`src/sv/cmda_pkg.sv`:
```
// ----------------------------------------------------------------------------
// cmda_pkg
// shared types and constants for the circular medoid angle block
// ----------------------------------------------------------------------------
package cmda_pkg;

  localparam int MAX_SAMPLES = 32;

  localparam int ANGLE_W   = 9;
  localparam int CFG_W     = 6;
  localparam int SUM_OUT_W = 13;
  localparam int USED_W    = 6;
  localparam int DIST_W    = 8;

  localparam int HALF_TURN = 180;
  localparam int FULL_TURN = 360;
  localparam int SUM_SAT   = 8191;

  localparam int CNT_W  = $clog2(MAX_SAMPLES + 1);
  localparam int SUM_W  = $clog2(MAX_SAMPLES * HALF_TURN + 1);
  localparam int CNTX_W = (CNT_W > CFG_W) ? CNT_W : CFG_W;
  localparam int SUMX_W = (SUM_W > SUM_OUT_W) ? SUM_W : SUM_OUT_W;

  localparam int          ADDR_W          = 3;
  localparam logic [2:0]  REG_SAMPLE_COUNT = 3'd0;
  localparam logic [CFG_W-1:0] SAMPLE_COUNT_RST = CFG_W'(24);

  typedef struct packed {
    logic [ANGLE_W-1:0] angle;
    logic               last;
  } in_item_t;

  typedef struct packed {
    logic [ANGLE_W-1:0]   dominant_angle;
    logic [SUM_OUT_W-1:0] distance_sum;
    logic [USED_W-1:0]    samples_used;
  } out_item_t;

  typedef enum logic [2:0] {
    ST_COLLECT,
    ST_PREP,
    ST_SCORE,
    ST_DRAIN,
    ST_DONE
  } state_t;

  typedef enum logic [2:0] {
    CELL_HOLD,
    CELL_LOAD,
    CELL_PREP,
    CELL_SCORE,
    CELL_DRAIN
  } cell_op_t;

  typedef struct packed {
    cell_op_t         op;
    logic [CNT_W-1:0] size;
  } chain_ctrl_t;

  function automatic logic [DIST_W-1:0] circ_dist(input logic [ANGLE_W-1:0] a,
                                                  input logic [ANGLE_W-1:0] b);
    logic [ANGLE_W-1:0] d;
    logic [ANGLE_W-1:0] w;
    d = (a > b) ? (a - b) : (b - a);
    w = (d > ANGLE_W'(HALF_TURN)) ? (ANGLE_W'(FULL_TURN) - d) : d;
    return w[DIST_W-1:0];
  endfunction

endpackage

```
`src/sv/circular_medoid_angle_top.sv`:
```
// ----------------------------------------------------------------------------
// circular_medoid_angle_top
// circular medoid of a set of compass angles over a chain of cells
// ----------------------------------------------------------------------------
// items on the in_ channel carry an angle in degrees and a last flag; a set
// closes on last or when the sample_count register is reached
// each accepted angle shifts into the head of the cell row, one per cycle while in_stall is low
// when a set of n angles closes, in_stall goes high for the scoring pass:
//   a prep step, a score phase in which the angles circulate round the ring of
//   n cells while every cell adds up its distances, then a drain phase moving
//   the sums past the minimum search at the head of the row
// the result sits in an output register; the next set is taken in while it
// waits, and a finished search holds (in_stall high) while an earlier result
// is still pending and out_stall is high
// sample_count is to be written over the APB port only while the block is
// idle; the block itself does not enforce this
// after reset: empty set, sample_count 24, no result pending
// ----------------------------------------------------------------------------
module circular_medoid_angle_top (
  input  logic                               clk,
  input  logic                               rst_n,
  input  logic                               in_valid,
  output logic                               in_stall,
  input  cmda_pkg::in_item_t                 in_data,
  output logic                               out_valid,
  input  logic                               out_stall,
  output cmda_pkg::out_item_t                out_data,
  input  logic                               psel,
  input  logic                               penable,
  input  logic                               pwrite,
  input  logic [cmda_pkg::ADDR_W-1:0]        paddr,
  input  logic [31:0]                        pwdata,
  output logic [31:0]                        prdata,
  output logic                               pready
);

  localparam int CNT_W  = cmda_pkg::CNT_W;
  localparam int CNTX_W = cmda_pkg::CNTX_W;
  localparam int SUM_W  = cmda_pkg::SUM_W;
  localparam int SUMX_W = cmda_pkg::SUMX_W;
  localparam int AW     = cmda_pkg::ANGLE_W;

  cmda_pkg::state_t state_r, state_nxt;

  logic [cmda_pkg::CFG_W-1:0] sample_count_r;
  logic [CNT_W-1:0]           fill_r, fill_nxt;
  logic [CNT_W-1:0]           size_r, size_nxt;
  logic [CNT_W-1:0]           step_r, step_nxt;
  logic [AW-1:0]              best_angle_r, best_angle_nxt;
  logic [SUM_W-1:0]           best_sum_r, best_sum_nxt;
  logic                       out_valid_r, out_valid_nxt;
  cmda_pkg::out_item_t        out_data_r, out_data_nxt;

  cmda_pkg::chain_ctrl_t      ctrl;
  logic [AW-1:0]              new_angle;
  logic [AW-1:0]              head_angle;
  logic [SUM_W-1:0]           head_sum;

  logic                       accept;
  logic                       cfg_write;
  logic [CNTX_W-1:0]          cfg_x;
  logic [CNTX_W-1:0]          limit;
  logic [CNTX_W-1:0]          fill_inc;
  logic                       closes;
  logic [SUMX_W-1:0]          best_x;
  logic [CNTX_W-1:0]          size_x;

  // configuration port
  assign pready    = 1'b1;
  assign cfg_write = psel && penable && pwrite;

  always_ff @(posedge clk) begin
    if (!rst_n) begin
      sample_count_r <= cmda_pkg::SAMPLE_COUNT_RST;
    end else if (cfg_write && paddr == cmda_pkg::REG_SAMPLE_COUNT) begin
      sample_count_r <= pwdata[cmda_pkg::CFG_W-1:0];
    end
  end

  assign prdata = (paddr == cmda_pkg::REG_SAMPLE_COUNT) ? 32'(sample_count_r) : '0;

  // set closing
  assign in_stall = (state_r != cmda_pkg::ST_COLLECT);
  assign accept   = in_valid && !in_stall;
  assign new_angle = (in_data.angle > AW'(cmda_pkg::FULL_TURN))
                     ? (in_data.angle - AW'(cmda_pkg::FULL_TURN)) : in_data.angle;

  assign cfg_x    = CNTX_W'(sample_count_r);
  assign limit    = (cfg_x == '0) ? CNTX_W'(1)
                  : (cfg_x > CNTX_W'(cmda_pkg::MAX_SAMPLES)) ? CNTX_W'(cmda_pkg::MAX_SAMPLES)
                  : cfg_x;
  assign fill_inc = CNTX_W'(fill_r) + CNTX_W'(1);
  assign closes   = in_data.last || (fill_inc >= limit);

  assign best_x = SUMX_W'(best_sum_r);
  assign size_x = CNTX_W'(size_r);

  always_comb begin
    state_nxt      = state_r;
    fill_nxt       = fill_r;
    size_nxt       = size_r;
    step_nxt       = step_r;
    best_angle_nxt = best_angle_r;
    best_sum_nxt   = best_sum_r;
    out_valid_nxt  = out_valid_r && out_stall;
    out_data_nxt   = out_data_r;
    ctrl.op        = cmda_pkg::CELL_HOLD;
    ctrl.size      = size_r;
    unique case (state_r)
      cmda_pkg::ST_COLLECT: begin
        if (accept) begin
          ctrl.op = cmda_pkg::CELL_LOAD;
          if (closes) begin
            fill_nxt  = '0;
            size_nxt  = CNT_W'(fill_inc);
            state_nxt = cmda_pkg::ST_PREP;
          end else begin
            fill_nxt = CNT_W'(fill_inc);
          end
        end
      end
      cmda_pkg::ST_PREP: begin
        ctrl.op   = cmda_pkg::CELL_PREP;
        step_nxt  = '0;
        state_nxt = cmda_pkg::ST_SCORE;
      end
      cmda_pkg::ST_SCORE: begin
        ctrl.op  = cmda_pkg::CELL_SCORE;
        step_nxt = step_r + CNT_W'(1);
        if (step_r == size_r - CNT_W'(1)) begin
          step_nxt  = '0;
          state_nxt = cmda_pkg::ST_DRAIN;
        end
      end
      cmda_pkg::ST_DRAIN: begin
        // sums leave latest first, so an equal sum later on is the earlier angle
        ctrl.op  = cmda_pkg::CELL_DRAIN;
        step_nxt = step_r + CNT_W'(1);
        if (step_r == '0 || head_sum <= best_sum_r) begin
          best_angle_nxt = head_angle;
          best_sum_nxt   = head_sum;
        end
        if (step_r == size_r - CNT_W'(1)) begin
          state_nxt = cmda_pkg::ST_DONE;
        end
      end
      cmda_pkg::ST_DONE: begin
        if (!out_valid_r || !out_stall) begin
          out_valid_nxt                = 1'b1;
          out_data_nxt.dominant_angle = best_angle_r;
          out_data_nxt.distance_sum   = (best_x > SUMX_W'(cmda_pkg::SUM_SAT))
                                        ? cmda_pkg::SUM_OUT_W'(cmda_pkg::SUM_SAT)
                                        : best_x[cmda_pkg::SUM_OUT_W-1:0];
          out_data_nxt.samples_used   = size_x[cmda_pkg::USED_W-1:0];
          state_nxt                    = cmda_pkg::ST_COLLECT;
        end
      end
      default: begin
        state_nxt = cmda_pkg::ST_COLLECT;
      end
    endcase
  end

  always_ff @(posedge clk) begin
    if (!rst_n) begin
      state_r     <= cmda_pkg::ST_COLLECT;
      fill_r      <= '0;
      size_r      <= '0;
      step_r      <= '0;
      out_valid_r <= 1'b0;
    end else begin
      state_r     <= state_nxt;
      fill_r      <= fill_nxt;
      size_r      <= size_nxt;
      step_r      <= step_nxt;
      out_valid_r <= out_valid_nxt;
    end
  end

  always_ff @(posedge clk) begin
    best_angle_r <= best_angle_nxt;
    best_sum_r   <= best_sum_nxt;
    out_data_r   <= out_data_nxt;
  end

  cmda_chain u_chain (
    .clk        (clk),
    .ctrl       (ctrl),
    .new_angle  (new_angle),
    .head_angle (head_angle),
    .head_sum   (head_sum)
  );

  assign out_valid = out_valid_r;
  assign out_data  = out_data_r;

  a_fill_bound: assert property (@(posedge clk) disable iff (!rst_n)
    fill_r <= CNT_W'(cmda_pkg::MAX_SAMPLES))
    else $error("fill count beyond the cell row");

  a_fill_clear: assert property (@(posedge clk) disable iff (!rst_n)
    state_r != cmda_pkg::ST_COLLECT |-> fill_r == '0)
    else $error("open set not empty during scoring");

  a_size_set: assert property (@(posedge clk) disable iff (!rst_n)
    state_r != cmda_pkg::ST_COLLECT |-> size_r != '0 && size_r <= CNT_W'(cmda_pkg::MAX_SAMPLES))
    else $error("set size out of range while scoring");

  a_step_bound: assert property (@(posedge clk) disable iff (!rst_n)
    (state_r == cmda_pkg::ST_SCORE || state_r == cmda_pkg::ST_DRAIN) |-> step_r < size_r)
    else $error("step counter past the set");

  a_close_result: assert property (@(posedge clk) disable iff (!rst_n)
    state_r == cmda_pkg::ST_DONE && !(out_valid_r && out_stall) |=> out_valid_r)
    else $error("finished search did not reach the output");

endmodule

```
`src/sv/cmda_cell.sv`:
```
// ----------------------------------------------------------------------------
// cmda_cell
// one cell: holds an angle, a circulating angle and a running distance sum
// ----------------------------------------------------------------------------
module cmda_cell (
  input  logic                            clk,
  input  cmda_pkg::cell_op_t              op,
  input  logic                            active,
  input  logic [cmda_pkg::ANGLE_W-1:0]    load_angle,
  input  logic [cmda_pkg::ANGLE_W-1:0]    ring_angle,
  input  logic [cmda_pkg::ANGLE_W-1:0]    drain_angle,
  input  logic [cmda_pkg::SUM_W-1:0]      drain_sum,
  output logic [cmda_pkg::ANGLE_W-1:0]    angle_o,
  output logic [cmda_pkg::ANGLE_W-1:0]    circ_o,
  output logic [cmda_pkg::SUM_W-1:0]      sum_o
);

  logic [cmda_pkg::ANGLE_W-1:0] angle_r, angle_nxt;
  logic [cmda_pkg::ANGLE_W-1:0] circ_r, circ_nxt;
  logic [cmda_pkg::SUM_W-1:0]   sum_r, sum_nxt;

  always_comb begin
    angle_nxt = angle_r;
    circ_nxt  = circ_r;
    sum_nxt   = sum_r;
    unique case (op)
      cmda_pkg::CELL_HOLD: begin
      end
      cmda_pkg::CELL_LOAD: begin
        angle_nxt = load_angle;
      end
      cmda_pkg::CELL_PREP: begin
        circ_nxt = angle_r;
        sum_nxt  = '0;
      end
      cmda_pkg::CELL_SCORE: begin
        circ_nxt = ring_angle;
        if (active) begin
          sum_nxt = sum_r + cmda_pkg::SUM_W'(cmda_pkg::circ_dist(angle_r, circ_r));
        end
      end
      cmda_pkg::CELL_DRAIN: begin
        angle_nxt = drain_angle;
        sum_nxt   = drain_sum;
      end
      default: begin
      end
    endcase
  end

  always_ff @(posedge clk) begin
    angle_r <= angle_nxt;
    circ_r  <= circ_nxt;
    sum_r   <= sum_nxt;
  end

  assign angle_o = angle_r;
  assign circ_o  = circ_r;
  assign sum_o   = sum_r;

endmodule

```
`src/sv/cmda_chain.sv`:
```
// ----------------------------------------------------------------------------
// cmda_chain
// row of cells: angles shift in, circulate round a ring of set size, drain out
// ----------------------------------------------------------------------------
module cmda_chain (
  input  logic                            clk,
  input  cmda_pkg::chain_ctrl_t           ctrl,
  input  logic [cmda_pkg::ANGLE_W-1:0]    new_angle,
  output logic [cmda_pkg::ANGLE_W-1:0]    head_angle,
  output logic [cmda_pkg::SUM_W-1:0]      head_sum
);

  localparam int N = cmda_pkg::MAX_SAMPLES;

  logic [cmda_pkg::ANGLE_W-1:0] angle_w [N];
  logic [cmda_pkg::ANGLE_W-1:0] circ_w  [N];
  logic [cmda_pkg::SUM_W-1:0]   sum_w   [N];

  for (genvar i = 0; i < N; i++) begin : g_cell
    logic [cmda_pkg::ANGLE_W-1:0] load_a;
    logic [cmda_pkg::ANGLE_W-1:0] ring_a;
    logic [cmda_pkg::ANGLE_W-1:0] drain_a;
    logic [cmda_pkg::SUM_W-1:0]   drain_s;
    logic                         active;

    assign active = (cmda_pkg::CNT_W'(i) < ctrl.size);

    if (i == 0) begin : g_first
      assign load_a = new_angle;
    end else begin : g_mid
      assign load_a = angle_w[i-1];
    end

    if (i == N - 1) begin : g_last
      assign ring_a  = circ_w[0];
      assign drain_a = '0;
      assign drain_s = '0;
    end else begin : g_inner
      // the cell at the end of the set wraps round to the head
      assign ring_a  = (ctrl.size == cmda_pkg::CNT_W'(i + 1)) ? circ_w[0] : circ_w[i+1];
      assign drain_a = angle_w[i+1];
      assign drain_s = sum_w[i+1];
    end

    cmda_cell u_cell (
      .clk         (clk),
      .op          (ctrl.op),
      .active      (active),
      .load_angle  (load_a),
      .ring_angle  (ring_a),
      .drain_angle (drain_a),
      .drain_sum   (drain_s),
      .angle_o     (angle_w[i]),
      .circ_o      (circ_w[i]),
      .sum_o       (sum_w[i])
    );
  end

  assign head_angle = angle_w[0];
  assign head_sum   = sum_w[0];

endmodule
```
`config.mk`:
```
export PLATFORM = sky130hd
export DESIGN_NAME = circular_medoid_angle_top
export DESIGN_NICKNAME = d
export VERILOG_FILES = /design/src/sv/cmda_pkg.sv /design/src/sv/circular_medoid_angle_top.sv /design/src/sv/cmda_cell.sv /design/src/sv/cmda_chain.sv
export SDC_FILE = /design/constraint.sdc
export NUM_CORES = 2
export LEC_CHECK = 0
export BUFFER_PORTS_ARGS = -buffer_cell sky130_fd_sc_hd__buf_2
export CAP_MARGIN = 20
export CORE_ASPECT_RATIO = 1.1
export CORE_MARGIN = 2
export CORE_UTILIZATION = 55
export CTS_CLUSTER_DIAMETER = 100
export DETAILED_ROUTE_END_ITERATION = 12
export GPL_TIMING_DRIVEN = 0
export PLACE_DENSITY = 0.71
export SLEW_MARGIN = 15
export SYNTH_ARGS = -nofsm -noshare
export SYNTH_HDL_FRONTEND = slang
export SYNTH_SLANG_ARGS = --single-unit
```
`constraint.sdc`:
```
create_clock -name clk -period 39.1 [get_ports clk]
set_clock_uncertainty 0.1 [all_clocks]
set_input_delay 1.955 -clock clk [delete_from_list [all_inputs] [get_ports clk]]
set_output_delay 1.955 -clock clk [all_outputs]
set_load 0.02 [all_outputs]
```
======== Yosys cells after proc, flatten, opt, wreduce, memory -nomap -nowiden ========
Index checks and enable logic that the tools add are counted.
storage, ports and cells
  logic and storage cells ................. 718
  register bits ........................... 1070
  output and inout bits ................... 63
  bits in latches ......................... 0
  RAM bits ................................ 0
  bits of input ports ..................... 52
  memories kept ........................... 0
  memory bits (read-only) ................. 0
operators by class
  add/sub/neg operators ................... 132
  reductions and logical operators ........ 60
  div/mod/pow operators ................... 0
  multiply operators ...................... 0
  shifts and indexed selects .............. 0
  mux-type cells .......................... 240
  bitwise operators ....................... 0
  equality and inequality tests ........... 78
  magnitude comparators ................... 101
operators by type and width
  kind                                                                         number
  13-bit one-hot mux with 3 select lines                                       31
  9-bit one-hot mux with 2 select lines                                        64
  9-bit two-way mux                                                            64
  9-bit subtractor                                                             64
  13-bit by 8-bit adder with 13-bit output                                     32
  13-bit two-way mux                                                           32
  9-bit by 8-bit > comparator with 1-bit output, second input constant         32
  9-bit > comparator                                                           32
  8-bit two-way mux                                                            32
  7-bit by 8-bit subtractor with 8-bit output, first input constant            32
  6-bit by 5-bit == test with 1-bit output, second input constant              16
  5-bit by 6-bit less-than comparator with 1-bit output, first input constant  16
  2-bit AND reduction                                                          36
  2-bit by 1-bit != test with 1-bit output, second input constant              32
  6-bit by 4-bit == test with 1-bit output, second input constant              8
  4-bit by 6-bit less-than comparator with 1-bit output, first input constant  8
  6-bit two-way mux                                                            5
  13-bit one-hot mux with 2 select lines                                       1
  6-bit by 3-bit == test with 1-bit output, second input constant              4
  3-bit by 6-bit less-than comparator with 1-bit output, first input constant  4
  6-bit one-hot mux with 3 select lines                                        1
  3-bit two-way mux                                                            5
  3-bit one-hot mux with 5 select lines                                        1
  13-bit > comparator, second input constant                                   1
  other kinds (28)                                                             58

======== Depth between registers and ports, before layout ========
  word-level depth ........................ 9
  depth in mapped cells ................... 27
  mapped depth without buffers ............ 26

======== By module ========
Synthesis repeated with hierarchy kept, for this count alone.
unflattened totals
  cells, all modules ...................... 9544
  area total of the unflattened synthesis .. 95653.0 µm²
modules (own cells, without submodules)
  module                                     cells each  area an instance (µm²)  seq. area each (µm²)  times used
  cmda_cell (u_chain.g_cell[11].u_cell ...)  272         2726.4                  930.9                 23
  cmda_cell (u_chain.g_cell[0].u_cell ...)   267         2757.6                  930.9                 5
  cmda_cell (u_chain.g_cell[8].u_cell ...)   292         2859.0                  930.9                 2
  circular_medoid_angle_top                  373         3921.3                  2062.0                1
  cmda_chain                                 413         3851.2                  0.0                   1
  cmda_cell (u_chain.g_cell[7].u_cell)       306         2896.5                  930.9                 1
  cmda_cell (u_chain.g_cell[6].u_cell)       277         2771.4                  930.9                 1

======== Least setup slack after synthesis ========
Ideal clock, no wire load.
  path kind ............................... register -> register
  from .................................... register state_r[1]
  to ...................................... register u_chain.g_cell[10].u_cell.circ_r, in the netlist u_chain.g_cell[10].u_cell.circ_o[0], enable pin
  path slack .............................. 23.945 ns
  path buffers ............................ 1
  period minus slack after synthesis ...... 15.155 ns
  stages on the path, launching flop included .. 4
  arrival ................................. 14.044 ns
  required time ........................... 37.989 ns
  library setup time ...................... 1.011 ns
  cells stage by stage .................... dfxtp_1 -> clkbuf_1 -> nand2b_1 -> a21oi_1
on the way
  word-level cells in the longest chain between the ends .. 7
  elaborated cells on any way between the ends .. 12
  classes of those cells .................. eq/ne (5); mux (2); reduce/logical (5)
ends and longest elaborated chain
  what                                       RTL line                          RTL
  from (decl)                                circular_medoid_angle_top.sv:43   cmda_pkg::state_t state_r, state_nxt;
  from (signal assigned)                     circular_medoid_angle_top.sv:166  state_r <= cmda_pkg::ST_COLLECT;
  from (signal assigned)                     circular_medoid_angle_top.sv:172  state_r <= state_nxt;
  3-bit nonzero test                         circular_medoid_angle_top.sv:83   assign in_stall = (state_r != cmda_pkg::ST_COLLECT);
  1-bit logical NOT                          circular_medoid_angle_top.sv:84   assign accept = in_valid && !in_stall;
  1-bit logical AND                          circular_medoid_angle_top.sv:84
  1-bit two-way mux                          circular_medoid_angle_top.sv:111  if (accept) begin
  3-bit one-hot mux with 4 select lines (*)  circular_medoid_angle_top.sv:109  unique case (state_r)
  3-bit by 2-bit == test with 1-bit output   cmda_cell.sv:26                   unique case (op)
  2-bit nonzero test (no source line) (*)    --
  to (signal assigned)                       cmda_cell.sv:53                   circ_r <= circ_nxt;
  to (decl)                                  cmda_cell.sv:19                   logic [cmda_pkg::ANGLE_W-1:0] circ_r, circ_nxt;
Mark *: on every way between the ends. The rest lies on a longest branch, timed or not.
A chain may end at the register's enable or synchronous reset.

======== Final worst setup path ========
  from .................................... register u_chain.g_cell[0].u_cell.circ_r, in the netlist u_chain.g_cell[0].u_cell.circ_o[5]
  to ...................................... register u_chain.g_cell[0].u_cell.sum_r, in the netlist u_chain.g_cell[0].u_cell.sum_o[11], data pin
on the way
  word-level cells in the longest chain between the ends .. 7
  elaborated cells on any way between the ends .. 10
  classes of those cells .................. add/sub (4); order compare (2); mux (4)
ends and longest elaborated chain
  what                                                                                                                 RTL line         RTL
  from (decl)                                                                                                          cmda_cell.sv:19
  from (signal assigned)                                                                                               cmda_cell.sv:53
  9-bit subtractor / 9-bit > comparator (equally long branches)                                                        cmda_pkg.sv:64   d = (a > b) ? (a - b) : (b - a);
  9-bit two-way mux (*)                                                                                                cmda_pkg.sv:64
  7-bit by 8-bit subtractor with 8-bit output / 9-bit by 8-bit > comparator with 1-bit output (equally long branches)  cmda_pkg.sv:65   w = (d > ANGLE_W'(HALF_TURN)) ? (ANGLE_W'(FULL_TURN) - d) : d;
  8-bit two-way mux (*)                                                                                                cmda_pkg.sv:65
  13-bit by 8-bit adder with 13-bit output (*)                                                                         cmda_cell.sv:39  sum_nxt = sum_r + cmda_pkg::SUM_W'(cmda_pkg::circ_dist(angle_r, circ_r));
  13-bit two-way mux (*)                                                                                               cmda_cell.sv:38  if (active) begin
  13-bit one-hot mux with 3 select lines (*)                                                                           cmda_cell.sv:26
  net u_chain.g_cell[0].u_cell.sum_nxt (one bit)                                                                       cmda_cell.sv:20  logic [cmda_pkg::SUM_W-1:0] sum_r, sum_nxt;
  to (signal assigned)                                                                                                 cmda_cell.sv:54  sum_r <= sum_nxt;
  to (decl)                                                                                                            cmda_cell.sv:20
The timed path passes the listed nets; every way through them passes the cells marked *. The select of a mux whose other input is x is not followed.

==> metrics.md <==
| Metric | Value |
|---|---|
| Layout cells sized above 1 | `around 6.7%` |
| Area Overhead vs Synth | `10.3%` |
| Die Span Y | `between 400 and 500 µm` |
| Final hold vios | `0` |
| GP Congestion | `0.982` |
| Mapped cell area | `between 90000 and 100000 µm²` |
| GR met2 Demand/Resource | `59.0%` |
| Core region area | `165000 µm²` |
| Die X | `392 µm` |
| #FFs+latches synth | `1070` |
| Initial Util | `55.4%` |
| Nets | `11600` |
| CP Launch Type | `flop` |
| Max Slew Vio Count | `0` |
| Met1 Resource Use GR | `between 50 and 60%` |
| Final std cells w/o fill | `between 10000 and 15000` |
| Synthesized area per cell | `roughly 8.9 µm²` |
| Synth cell types | `120` |
| GRT Overall Usage | `39.2%` |
| Ys flop type | `edfxtp_1` |
| Min Tclk post-route | `6.59 ns` |
| Unrepaired setup endpoints after global routing | `false` |
| WP data required | `between 30 and 40 ns` |
| Io pins | `115` |
| CTS sink cnt | `1070` |
| Post-route clock period utilization | `16.9%` |
| Drt first-iter violations | `9984` |
| Outcome | `complete, no violations` |
| Post-synthesis sequential area ratio | `a little over a third` |
| F_max | `approximately 0.15 GHz` |
| Worst-Margin Slew | `1.36 ns` |
| Critical path type | `flop to flop` |
| Die ar. | `169000 µm²` |
| DR vias/cell | `about 6.3` |
| Critical path fanouts, max | `10` |
| DRC errors left | `0` |
| CTS tree | `built` |
| Number of global-route vias before repair | `75900` |
| Final ANT Viol Nets | `0` |
| Clk root buf | `clkbuf_16` |
| Pre-Repair DR Iteration Count | `8` |
| Ys async rst share | `0%` |
| Most common cell in the synthesized netlist | `nand2_1` |
| Initial antenna violation count | `29` |
| Synth Instances | `10300` |
| Largest net degree at the start of global routing | `52` |
| Post-DP HPWL | `262 mm` |
| Worst Hold Depth | `0` |
| Clk buf depth | `3` |
| First-pass GRT wire length | `490 mm` |
| Total Wirelength | `340 mm` |
| Worst setup EP type | `flop` |
| GR peak layer | `met2` |
| Reg2reg path depth | `27` |
| Routed WL per cell | `between 20 and 30 µm` |
| Via count | `81000` |
| Synth warn | `0` |
| Hold-fix buffers at CTS | `0` |
| Dominant cell type by area after synthesis | `edfxtp_1` |
| Final setup fails | `0` |
| Grt ovf | `0` |
| Post-CTS Repair Setup Buffers | `0` |
| Static Leak | `43.1 nW` |
| Yosys top cell area share | `34.3%` |
| Setup TNS | `0 ns` |
| Max_slew headroom | `9.19%` |
| WP data arrival | `7.02 ns` |
| Power per cell area | `54.8 nW/µm²` |
| DP Cell Count | `12700` |
| Met3 track demand over resource | `8.70%` |
| Port bufs | `61` |
| Worst-Skew Late Latency | `0.83 ns` |
| Clk pin slew, worst setup/hold paths | `0.06 ns` |
| EDFF count, synth | `1042` |
| Ranking of synthesized cells by area | `edfxtp_1 34%, ha_1 12%, o21ai_0 6.8%, nand2_1 5.6%, mux2i_1 4.1%` |
| CTS H-tree lvls | `4` |
| Worst VDD drop | `0.0399 mV` |
| Rows | `156` |
| TritonCTS buffer count | `131` |
| MaxCap Viol Count | `0` |
| Post-CTS Resized | `0` |
| HP Class | `flop to flop` |
| Commonest cells post-synth | `1369 x nand2_1, 1235 x o21ai_0, 1042 x edfxtp_1` |
[layout by cell type (no fill, tap or decap), types with 286 or more instances in the layout]
cell type,netlist,layout
nand2_1,1369,1368
a21o_1,286,286
ha_1,884,884
a21oi_1,661,652
mux2i_1,370,370
nor2_1,490,486
edfxtp_1,1042,1042
o21ai_0,1235,1231
clkbuf_1,341,294
inv_1,889,889
xnor2_1,351,351
[per-stage QoR]
| stage | power [mW] | setup slack [ns] | instance area (µm²) | hold WS (ns) | util, % |
|---|---|---|---|---|---|
| after detailed placement | 4.17 | 32.59 | 96200 | 0.306 | 58.4 |
| after CTS | 5.45 | 32.58 | 101000 | 0.319 | 61.1 |
| after global placement | 4.11 | 13.35 | 94300 | 0.302 | 57.3 |
| after floorplan | 3.51 | 23.94 | 91300 | 0.300 | - |
| final | 5.52 | 32.51 | 101000 | 0.317 | 61.1 |
| after global routing | 5.81 | 32.16 | 101000 | 0.325 | 61.1 |
[cell families (layout without fill, tap and decap cells)]
family | Yosys count | after routing | synth area share (%)
AO/OA/AOI/OAI | 3018 | 3018 | 20.2
XOR/XNOR | 608 | 608 | 5.90
adder cells (fa/ha/maj) | 980 | 980 | 14.2
buffers and inverters | 1352 | 1734 | 5.81
flip-flops | 1070 | 1070 | 34.9
multiplexers | 428 | 428 | 4.78
other | 2 | 45 | 0.00824
AND/OR/NAND/NOR | 2819 | 2819 | 14.1
[metal layers]
| metal | wire [µm] | part of all wire [%] | vias up |
|---|---|---|---|
| met5 | 224 | 0.066 | - |
| met4 | 19300 | 5.7 | 36 |
| met3 | 36600 | 11 | 709 |
| met2 | 147000 | 43 | 4279 |
| met1 | 137000 | 40 | 39000 |
| li1 | - | - | 37000 |
[flip-flops by register name, indices dropped and copies added (netlist names)]
signal,cells
u_chain.g_cell.u_cell.circ_o,288
cfg_x,6
out_data,28
fill_r,6
out_valid,1
state_r,3
u_chain.g_cell.u_cell.sum_o,416
size_r,6
best_sum_r,13
best_angle_r,9
u_chain.g_cell.u_cell.angle_o,288
step_r,6
[power by group]
| group | internal, mW | total [mW] | switching [mW] |
|---|---|---|---|
| Combinational | 1.11 | 2.74 | 1.63 |
| Clock | 0.738 | 1.27 | 0.536 |
| Sequential | 1.39 | 1.50 | 0.104 |
| Total | 3.25 | 5.52 | 2.27 |
[layout make-up]
type | instances | area (µm²)
Clock inverter | 77 | 851
Fill cell | 14500 | 64000
Antenna cell | 18 | 45.0
Inverter | 891 | 3340
Timing Repair Buffer | 145 | 1920
Clock buffer | 160 | 3490
Buffer | 461 | 2050
Tap cell | 2212 | 2770
Sequential cell | 1070 | 31900
Multi-Input combinational cell | 7880 | 54300
[worst paths after layout]
| kind | from | to | slack, ns |
|---|---|---|---|
| worst max-delay path | u_chain.g_cell[0].u_cell.circ_o[5]$_DFFE_PP_ | u_chain.g_cell[0].u_cell.sum_o[11]$_DFFE_PP_ | 32.51 |
| worst min-delay path | best_angle_r[2]$_DFFE_PP_ | out_data[21]$_DFFE_PP_ | 0.32 |
| worst max register to register | u_chain.g_cell[0].u_cell.circ_o[5]$_DFFE_PP_ | u_chain.g_cell[0].u_cell.sum_o[11]$_DFFE_PP_ | 32.51 |
| worst min register to register | best_angle_r[2]$_DFFE_PP_ | out_data[21]$_DFFE_PP_ | 0.32 |
[worst max-delay path, cell delays in order, from the launching register on]
cell,delay [ns]
edfxtp_1,0.49
buf_12,0.21
inv_1,0.10
clkbuf_2,0.32
buf_12,0.25
ha_1,0.29
o21ai_0,0.12
a21oi_1,0.20
o2111ai_1,0.18
a21oi_1,0.31
buf_6,0.20
mux2i_1,0.35
ha_1,0.29
o21ai_1,0.11
a211oi_2,0.43
or2_2,0.20
a21oi_1,0.07
ha_1,0.28
a21o_1,0.17
a21o_1,0.20
a21o_1,0.17
a21oi_1,0.21
o21bai_1,0.09
a21oi_1,0.24
nor2b_1,0.09
o21ai_0,0.22
xor2_1,0.20
o21ai_0,0.11
Note: power is estimated with default switching activity, not from simulation.
